<file path="config.mk">
export PLATFORM = sky130hd
export DESIGN_NAME = multichannel_positional_pid_unit
export DESIGN_NICKNAME = d
export VERILOG_FILES = /design/src/design/mpid_pkg.sv /design/src/design/mpid_state.sv /design/src/design/mpid_math.sv /design/src/design/multichannel_positional_pid_unit.sv
export SDC_FILE = /design/constraint.sdc
export NUM_CORES = 2
export LEC_CHECK = 0
export BUFFER_PORTS_ARGS = -buffer_cell sky130_fd_sc_hd__clkbuf_2
export CAP_MARGIN = 15
export CELL_PAD_IN_SITES_DETAIL_PLACEMENT = 1
export CELL_PAD_IN_SITES_GLOBAL_PLACEMENT = 2
export CORE_MARGIN = 4
export CORE_UTILIZATION = 30
export CTS_CLUSTER_SIZE = 12
export DETAILED_ROUTE_END_ITERATION = 10
export GPL_TIMING_DRIVEN = 0
export HOLD_SLACK_MARGIN = 0.02
export PLACE_DENSITY_LB_ADDON = 0.1
export SLEW_MARGIN = 20
export SYNTH_ARGS = -nofsm -noshare
export SYNTH_HDL_FRONTEND = slang
export SYNTH_SLANG_ARGS = --single-unit
</file>
<file path="constraint.sdc">
create_clock -name clk -period 8.3 [get_ports clk]
set_clock_uncertainty 0.2 [all_clocks]
set_input_delay 0.83 -clock clk [delete_from_list [all_inputs] [get_ports clk]]
set_output_delay 0.83 -clock clk [all_outputs]
set_load 0.02 [all_outputs]
</file>
<file path="src/design/mpid_pkg.sv">
`timescale 1ns / 1ps
`default_nettype none
// ----------------------------------------------------------------------------
// mpid_pkg
// Shared widths, register indexes and stage control types of the
// multichannel positional PID unit.
// ----------------------------------------------------------------------------
package mpid_pkg;

	localparam int CHANNELS_DEF = 4;
	localparam int CH_W         = 2;
	localparam int SAMPLE_W     = 16;
	localparam int GAIN_W       = 16;
	localparam int MASK_W       = 4;
	localparam int ERR_W        = 17;
	localparam int DERR_W       = 18;
	localparam int ACC_W        = 32;
	localparam int CFG_IDX_W    = 2;
	localparam int CFG_DATA_W   = 16;
	localparam int FRAC_BITS    = 8;

	typedef enum logic [CFG_IDX_W-1:0] {
		REG_GAIN_P = 2'd0,
		REG_GAIN_I = 2'd1,
		REG_GAIN_D = 2'd2,
		REG_ENABLE = 2'd3
	} reg_idx_t;

	typedef struct packed {
		logic            valid;
		logic            en;
		logic            in_range;
		logic [CH_W-1:0] ch;
	} ctl_t;

	typedef struct packed {
		logic                    en;
		logic [CH_W-1:0]         ch;
		logic signed [ACC_W-1:0] integ;
		logic signed [ERR_W-1:0] err;
	} loop_wr_t;

	typedef struct packed {
		logic                    en;
		logic [CH_W-1:0]         ch;
		logic signed [ACC_W-1:0] drive;
	} drive_wr_t;

endpackage
`default_nettype wire

</file>
<file path="src/design/mpid_state.sv">
`timescale 1ns / 1ps
`default_nettype none
// ----------------------------------------------------------------------------
// mpid_state
// Per-channel integral, last error and drive registers with two read
// selections and two write ports.
// ----------------------------------------------------------------------------
module mpid_state #(
	parameter int CHANNELS = mpid_pkg::CHANNELS_DEF
) (
	input  wire logic                              clk,
	input  wire logic                              arst_n,
	input  wire logic [mpid_pkg::CH_W-1:0]         rd_a_ch,
	output logic signed [mpid_pkg::ACC_W-1:0]      integ_rd,
	output logic signed [mpid_pkg::ERR_W-1:0]      last_err_rd,
	input  wire logic [mpid_pkg::CH_W-1:0]         rd_b_ch,
	output logic signed [mpid_pkg::ACC_W-1:0]      drive_rd,
	input  wire mpid_pkg::loop_wr_t                loop_wr,
	input  wire mpid_pkg::drive_wr_t               drive_wr
);
	import mpid_pkg::*;

	logic signed [ACC_W-1:0] integ_q    [CHANNELS];
	logic signed [ERR_W-1:0] last_err_q [CHANNELS];
	logic signed [ACC_W-1:0] drive_q    [CHANNELS];

	always_comb begin
		integ_rd    = '0;
		last_err_rd = '0;
		drive_rd    = '0;
		for (int c = 0; c < CHANNELS; c++) begin
			if (32'(rd_a_ch) == c) begin
				integ_rd    = integ_q[c];
				last_err_rd = last_err_q[c];
			end
			if (32'(rd_b_ch) == c) begin
				drive_rd = drive_q[c];
			end
		end
	end

	always_ff @(posedge clk or negedge arst_n) begin
		if (!arst_n) begin
			for (int c = 0; c < CHANNELS; c++) begin
				integ_q[c]    <= '0;
				last_err_q[c] <= '0;
				drive_q[c]    <= '0;
			end
		end else begin
			for (int c = 0; c < CHANNELS; c++) begin
				if (loop_wr.en && 32'(loop_wr.ch) == c) begin
					integ_q[c]    <= loop_wr.integ;
					last_err_q[c] <= loop_wr.err;
				end
				if (drive_wr.en && 32'(drive_wr.ch) == c) begin
					drive_q[c] <= drive_wr.drive;
				end
			end
		end
	end

endmodule
`default_nettype wire

</file>
<file path="src/design/mpid_math.sv">
`timescale 1ns / 1ps
`default_nettype none
// ----------------------------------------------------------------------------
// mpid_math
// Gain multiplies into a product register, then the sum, the scaling
// shift and the saturation to 32 bits.
// ----------------------------------------------------------------------------
module mpid_math (
	input  wire logic                              clk,
	input  wire logic                              arst_n,
	input  wire logic                              adv,
	input  wire logic signed [mpid_pkg::GAIN_W-1:0] kp,
	input  wire logic signed [mpid_pkg::GAIN_W-1:0] ki,
	input  wire logic signed [mpid_pkg::GAIN_W-1:0] kd,
	input  wire mpid_pkg::ctl_t                    ctl_s2,
	input  wire logic signed [mpid_pkg::ERR_W-1:0]  err_s2,
	input  wire logic signed [mpid_pkg::ACC_W-1:0]  integ_s2,
	input  wire logic signed [mpid_pkg::DERR_W-1:0] derr_s2,
	output mpid_pkg::ctl_t                         ctl_s3,
	output logic signed [mpid_pkg::ERR_W-1:0]      err_s3,
	output logic signed [mpid_pkg::ACC_W-1:0]      integ_s3,
	output logic signed [mpid_pkg::ACC_W-1:0]      drive_calc
);
	import mpid_pkg::*;

	localparam int PP_W  = GAIN_W + ERR_W;
	localparam int PI_W  = GAIN_W + ACC_W;
	localparam int PD_W  = GAIN_W + DERR_W;
	localparam int SUM_W = PI_W + 1;

	logic signed [PP_W-1:0]  pp_s3;
	logic signed [PI_W-1:0]  pi_s3;
	logic signed [PD_W-1:0]  pd_s3;
	logic signed [SUM_W-1:0] sum;
	logic signed [SUM_W-1:0] scaled;

	always_ff @(posedge clk or negedge arst_n) begin
		if (!arst_n) begin
			ctl_s3 <= '0;
		end else if (adv) begin
			ctl_s3 <= ctl_s2;
		end
	end

	always_ff @(posedge clk) begin
		if (adv) begin
			pp_s3    <= PP_W'(kp) * PP_W'(err_s2);
			pi_s3    <= PI_W'(ki) * PI_W'(integ_s2);
			pd_s3    <= PD_W'(kd) * PD_W'(derr_s2);
			err_s3   <= err_s2;
			integ_s3 <= integ_s2;
		end
	end

	// The arithmetic shift rounds toward minus infinity.
	always_comb begin
		sum    = SUM_W'(pp_s3) + SUM_W'(pi_s3) + SUM_W'(pd_s3);
		scaled = sum >>> FRAC_BITS;
		if (scaled[SUM_W-1:ACC_W-1] == '0 || scaled[SUM_W-1:ACC_W-1] == '1) begin
			drive_calc = scaled[ACC_W-1:0];
		end else if (scaled[SUM_W-1]) begin
			drive_calc = {1'b1, {(ACC_W-1){1'b0}}};
		end else begin
			drive_calc = {1'b0, {(ACC_W-1){1'b1}}};
		end
	end

endmodule
`default_nettype wire

</file>
<file path="src/design/multichannel_positional_pid_unit.sv">
`timescale 1ns / 1ps
`default_nettype none
// ----------------------------------------------------------------------------
// multichannel_positional_pid_unit
// Positional PID controller shared by several channels, with Q8.8 gains
// common to all channels and per-channel integral, last error and drive.
//
//   Channel   Handshake             Payload
//   input     in_valid / in_ready   channel, setpoint, measured
//   output    out_valid / out_ready drive, error_now, integral_now, ran
//   config    wr_en                 wr_index, wr_data
//
// One item per cycle while results are taken. The result is registered once the
// accepted transfer has passed the input register, the error and integral
// register, the product register and the result register.
// A channel's integral and last error are written as the item leaves the input
// register, so consecutive items on one channel chain without gaps. Reset
// clears gains, mask and all channel state at once. The whole pipeline holds
// while a result waits to be taken.
// ----------------------------------------------------------------------------
module multichannel_positional_pid_unit #(
	parameter int CHANNELS = mpid_pkg::CHANNELS_DEF
) (
	input  wire logic                                  clk,
	input  wire logic                                  arst_n,
	input  wire logic                                  in_valid,
	output logic                                       in_ready,
	input  wire logic [mpid_pkg::CH_W-1:0]             channel,
	input  wire logic signed [mpid_pkg::SAMPLE_W-1:0]  setpoint,
	input  wire logic signed [mpid_pkg::SAMPLE_W-1:0]  measured,
	output logic                                       out_valid,
	input  wire logic                                  out_ready,
	output logic signed [mpid_pkg::ACC_W-1:0]          drive,
	output logic signed [mpid_pkg::ERR_W-1:0]          error_now,
	output logic signed [mpid_pkg::ACC_W-1:0]          integral_now,
	output logic                                       ran,
	input  wire logic                                  wr_en,
	input  wire logic [mpid_pkg::CFG_IDX_W-1:0]        wr_index,
	input  wire logic [mpid_pkg::CFG_DATA_W-1:0]       wr_data
);
	import mpid_pkg::*;

	logic signed [GAIN_W-1:0] kp_q;
	logic signed [GAIN_W-1:0] ki_q;
	logic signed [GAIN_W-1:0] kd_q;
	logic [MASK_W-1:0]        mask_q;

	logic                       adv;
	logic                       v_s1;
	logic [CH_W-1:0]            ch_s1;
	logic signed [SAMPLE_W-1:0] sp_s1;
	logic signed [SAMPLE_W-1:0] ms_s1;
	ctl_t                       ctl_s1;

	logic signed [ACC_W-1:0]  integ_rd;
	logic signed [ERR_W-1:0]  last_err_rd;
	logic signed [ACC_W-1:0]  drive_rd;
	logic signed [ERR_W-1:0]  err_a;
	logic signed [ACC_W:0]    isum_a;
	logic signed [ACC_W-1:0]  isat_a;
	logic signed [ACC_W-1:0]  integ_a;
	logic signed [DERR_W-1:0] derr_a;
	loop_wr_t                 loop_wr;
	drive_wr_t                drive_wr;

	ctl_t                     ctl_s2;
	logic signed [ERR_W-1:0]  err_s2;
	logic signed [ACC_W-1:0]  integ_s2;
	logic signed [DERR_W-1:0] derr_s2;

	ctl_t                     ctl_s3;
	logic signed [ERR_W-1:0]  err_s3;
	logic signed [ACC_W-1:0]  integ_s3;
	logic signed [ACC_W-1:0]  drive_calc;

	logic                     out_valid_q;
	logic signed [ACC_W-1:0]  drive_q;
	logic signed [ERR_W-1:0]  error_q;
	logic signed [ACC_W-1:0]  integral_q;
	logic                     ran_q;

	assign adv      = !out_valid_q || out_ready;
	assign in_ready = adv;

	always_ff @(posedge clk or negedge arst_n) begin
		if (!arst_n) begin
			kp_q   <= '0;
			ki_q   <= '0;
			kd_q   <= '0;
			mask_q <= '0;
		end else if (wr_en) begin
			unique case (reg_idx_t'(wr_index))
				REG_GAIN_P: kp_q   <= wr_data[GAIN_W-1:0];
				REG_GAIN_I: ki_q   <= wr_data[GAIN_W-1:0];
				REG_GAIN_D: kd_q   <= wr_data[GAIN_W-1:0];
				REG_ENABLE: mask_q <= wr_data[MASK_W-1:0];
			endcase
		end
	end

	always_ff @(posedge clk or negedge arst_n) begin
		if (!arst_n) begin
			v_s1 <= 1'b0;
		end else if (adv) begin
			v_s1 <= in_valid;
		end
	end

	always_ff @(posedge clk) begin
		if (adv && in_valid) begin
			ch_s1 <= channel;
			sp_s1 <= setpoint;
			ms_s1 <= measured;
		end
	end

	always_comb begin
		ctl_s1.valid    = v_s1;
		ctl_s1.ch       = ch_s1;
		ctl_s1.in_range = 32'(ch_s1) < CHANNELS;
		ctl_s1.en       = ctl_s1.in_range && mask_q[ch_s1];
	end

	mpid_state #(
		.CHANNELS(CHANNELS)
	) u_state (
		.clk        (clk),
		.arst_n     (arst_n),
		.rd_a_ch    (ch_s1),
		.integ_rd   (integ_rd),
		.last_err_rd(last_err_rd),
		.rd_b_ch    (ctl_s3.ch),
		.drive_rd   (drive_rd),
		.loop_wr    (loop_wr),
		.drive_wr   (drive_wr)
	);

	always_comb begin
		err_a  = ERR_W'(sp_s1) - ERR_W'(ms_s1);
		isum_a = (ACC_W+1)'(integ_rd) + (ACC_W+1)'(err_a);
		if (isum_a[ACC_W] == isum_a[ACC_W-1]) begin
			isat_a = isum_a[ACC_W-1:0];
		end else if (isum_a[ACC_W]) begin
			isat_a = {1'b1, {(ACC_W-1){1'b0}}};
		end else begin
			isat_a = {1'b0, {(ACC_W-1){1'b1}}};
		end
		derr_a = DERR_W'(err_a) - DERR_W'(last_err_rd);
		if (ctl_s1.en) begin
			integ_a = isat_a;
		end else if (ctl_s1.in_range) begin
			integ_a = integ_rd;
		end else begin
			integ_a = '0;
		end
		loop_wr.en    = adv && ctl_s1.valid && ctl_s1.en;
		loop_wr.ch    = ch_s1;
		loop_wr.integ = isat_a;
		loop_wr.err   = err_a;
	end

	always_ff @(posedge clk or negedge arst_n) begin
		if (!arst_n) begin
			ctl_s2 <= '0;
		end else if (adv) begin
			ctl_s2 <= ctl_s1;
		end
	end

	always_ff @(posedge clk) begin
		if (adv) begin
			err_s2   <= err_a;
			integ_s2 <= integ_a;
			derr_s2  <= derr_a;
		end
	end

	mpid_math u_math (
		.clk       (clk),
		.arst_n    (arst_n),
		.adv       (adv),
		.kp        (kp_q),
		.ki        (ki_q),
		.kd        (kd_q),
		.ctl_s2    (ctl_s2),
		.err_s2    (err_s2),
		.integ_s2  (integ_s2),
		.derr_s2   (derr_s2),
		.ctl_s3    (ctl_s3),
		.err_s3    (err_s3),
		.integ_s3  (integ_s3),
		.drive_calc(drive_calc)
	);

	always_comb begin
		drive_wr.en    = adv && ctl_s3.valid && ctl_s3.en;
		drive_wr.ch    = ctl_s3.ch;
		drive_wr.drive = drive_calc;
	end

	always_ff @(posedge clk or negedge arst_n) begin
		if (!arst_n) begin
			out_valid_q <= 1'b0;
		end else if (adv) begin
			out_valid_q <= ctl_s3.valid;
		end
	end

	always_ff @(posedge clk) begin
		if (adv && ctl_s3.valid) begin
			integral_q <= integ_s3;
			ran_q      <= ctl_s3.en;
			if (ctl_s3.en) begin
				drive_q <= drive_calc;
				error_q <= err_s3;
			end else begin
				drive_q <= ctl_s3.in_range ? drive_rd : '0;
				error_q <= '0;
			end
		end
	end

	assign out_valid    = out_valid_q;
	assign drive        = drive_q;
	assign error_now    = error_q;
	assign integral_now = integral_q;
	assign ran          = ran_q;

	a_in_to_s1: assert property (@(posedge clk) disable iff (!arst_n)
		in_valid && in_ready |=> v_s1)
		else $error("accepted transfer did not reach the input register");

	a_s3_to_out: assert property (@(posedge clk) disable iff (!arst_n)
		adv && ctl_s3.valid |=> out_valid)
		else $error("finished item did not reach the result register");

	a_idle_error: assert property (@(posedge clk) disable iff (!arst_n)
		out_valid && !ran |-> error_now == '0)
		else $error("idle channel reported a nonzero error");

	a_hold_state: assert property (@(posedge clk) disable iff (!arst_n)
		!adv |-> !loop_wr.en && !drive_wr.en)
		else $error("channel state written while the pipeline holds");

endmodule
`default_nettype wire

</file>
==> reports/results.tsv <==
metric	value	unit
status	finished, final reports clean	
row count	180	
gr usage total	21.00	%
routed len/inst	24.13	µm
Netlist cell types	90	
CTS Sinks	735	
PortBufs	140	
post-route insts no fill	10780	
Hold Path Cell Cnt	2	
number of global-route vias before repair	58600	
syn nets	8760	
TritonRoute pass-1 iters	5	
Min-Delay Path Class	in -> reg	
final hold vios	0	
simple-gate share of the synthesized area	13.02	%
Max-Cap Viols	0	
HP Start	in_valid	
Tightest Pin Transition	1161	ps
Worst Path Arrival	8220	ps
Clock Latency Late Sink	780	ps
initial antenna violation count	30	
largest net degree at the start of global routing	86	
CTS max path bufs	3	
first-pass GRT wire length	393.0	mm
Num CTS Buffers	92	
largest fanout on the critical path	10	
Starting Density	30.26	%
Max transition margin	22.59	%
CTS Root Cell	clkbuf_16	
Worst setup SP type	flop	
post-placement cell count	10550	
Slew Viols, Final	0	
top cell type's share of synthesized area	30.17	%
most instantiated library cell after synthesis	inv_1	
Final Wtd Congestion	0.8184	
Post-synth EDFFs	347	
routed wire length	260.1	mm
Finished Cell Area	82210	µm²
Synth Warn #	0	
Die Y	501.7	µm
FF-to-FF Start	ki_q[8]	
CTS clock-pin slew for the worst setup and hold paths	60	ps
FF-to-FF setup slack	360	ps
fin crit period	7937	ps
# DRC	0	
placed cell areas	78280	µm²
Synth Cell Area	73130	µm²
Fmax achieved	126.0	MHz
Chip Width	501.7	µm
Crit. End Element	flop	
gr ovfl total	0	
Core Box Area	241700	µm²
CTS tree	yes	
crit path kind	reg -> reg	
synthesis-stage register bit count	735	
First DRT Iteration DRCs	2336	
I/O Pins	141	
Mapped Avg Cell Area	10.15	µm²
Die Area	251700	µm²
Final HPWL DP	209.7	mm
main combinational cell family by area after synthesis	adder cells	
Mapped Cells	7205	
Final Net Count	9063	
Synth top cells by count	1,263 x inv_1, 1,195 x nand2_1, 1,102 x fa_1	
ys async rst share	52.79	%
Hold EP	v_s1	
final worst path period share	95.62	%
setup violators final	0	
H-tree depth	3	
adder-cell share of the synthesized area	37.06	%
post-synth top area cell	fa_1	
Area Growth Syn to Fin	12.41	%
Top FF cell, synth	dfrtp_1	
Worst EP required	8580	ps
post-synthesis xor/xnor area fraction	2.527	%
share of layout cells above drive strength 1	8.948	%
compound-cell area share of the yosys netlist	7.660	%
mux contribution to synthesized area	4.149	%
register area share after synthesis	27.52	%
Vias per Instance	4.774	
Area contributors post-synth	fa_1 30%, edfxtp_1 14%, dfrtp_1 13%	
reg2reg end	u_math.pi_s3[46]	
setup_tns	0	ps
vias	51460	
Antenna Nets Post-Route	0	
Worst R2R Path Depth	24	
crit path launch	ki_q[8]	
## critical path, cell delays in order, from the launching register on
cell      delay (ps)
dfrtp_2          520
clkbuf_1         720
nand2_1          180
fa_1             560
inv_1             70
fa_1             490
fa_1             580
fa_1             430
fa_1             490
inv_1             50
fa_1             530
inv_1             60
ha_1             270
clkbuf_1         220
a21oi_1          240
o21ai_0          120
a21o_1           180
a21o_1           160
a21oi_1          310
and3_1           200
o21ai_0          250
a31o_2           360
a31o_2           230
a21oi_1          170
xnor2_1           80
## routing by layer
metal	global-route usage [%]	vias to the layer above	part of all wire, %
met3	1.889	186	2.8
li1	-	23380	-
met2	36.45	687	49
met4	3.946	4	1.9
met5	0	-	0.0096
met1	28.77	27200	46
## final cells by class
| type | instances | area, µm² |
|---|---|---|
| antenna | 5 | 12.51 |
| buffer | 282 | 1207 |
| clock buffer | 118 | 2451 |
| clock inverter | 56 | 679.4 |
| fill | 27260 | 159500 |
| inverter | 1264 | 4748 |
| multi-input combinational | 4912 | 47280 |
| sequential | 735 | 20140 |
| tap | 3185 | 3985 |
| timing repair buffer | 221 | 1707 |
## timing repair
action                     CTS  global route
hold buffers                35             0
hold endpoints to repair    69             0
gates resized for setup     39           106
setup endpoints to repair   19            84
setup buffers                5            24
## cell usage in the layout (no fill, tap or decap), types with 152 or more instances in the layout
master	count
inv_1	1262
nand2_1	1195
fa_1	1102
and2_1	431
ha_1	396
dfrtp_1	381
edfxtp_1	347
o21ai_0	241
nor2_1	213
clkbuf_2	213
a21oi_1	211
clkbuf_1	203
xnor2_1	152
## cell families after synthesis
| group | count (synthesis) |
|---|---|
| DFF | 735 |
| adders and majority gates | 1507 |
| buffers and inverters | 1558 |
| xor gates and xnor gates | 211 |
| muxes | 189 |
| AOI/OAI and AO/OA | 914 |
| and+or+nand+nor | 2091 |
## stage by stage
stage                     hold slack [ps]  util, %  setup WS, ps
after floorplan                     200.3        -          1590
after global placement              204.6    32.20         -3761
after detailed placement            205.9    32.39        -898.8
after CTS                           43.77    33.88         8.109
after global routing                60.27    34.01        -5.373
final                               123.8    34.02         363.3
## sequential cells by signal, summed over array words and instances, names as in the netlist, 2 cells and up
name                cells
u_math.pd_s3           34
u_state.last_err_q     68
ch_s1                   2
sp_s1                  16
err_s2                 17
derr_s2                18
integ_s2               32
u_state.drive_q       128
ctl_s2                  5
kp_q                   16
ms_s1                  16
u_math.pi_s3           48
drive                  32
ki_q                   16
u_math.integ_s3        32
u_math.ctl_s3           5
u_state.integ_q       128
mask_q                  4
integral_now           32
error_now              17
kd_q                   16
u_math.err_s3          17
u_math.pp_s3           33
## how the worst max path moves through the flow
| stage | to | slack [ps] | depth (start not counted) |
|---|---|---|---|
| finish | u_math.pi_s3[46] | 360 | 24 |
| detailed placement | u_math.pp_s3[31] | -900 | 21 |
| global route | u_math.pp_s3[29] | -5 | 21 |
| CTS | u_math.pi_s3[46] | 8 | 24 |
| floorplan | u_math.pd_s3[33] | 1590 | 24 |
| global placement | u_state.integ_q[21] | -3760 | 1 |
Power is left out: the tool's default activity adds up to more than one toggle a clock period on the data nets, which glitch-free logic cannot reach.
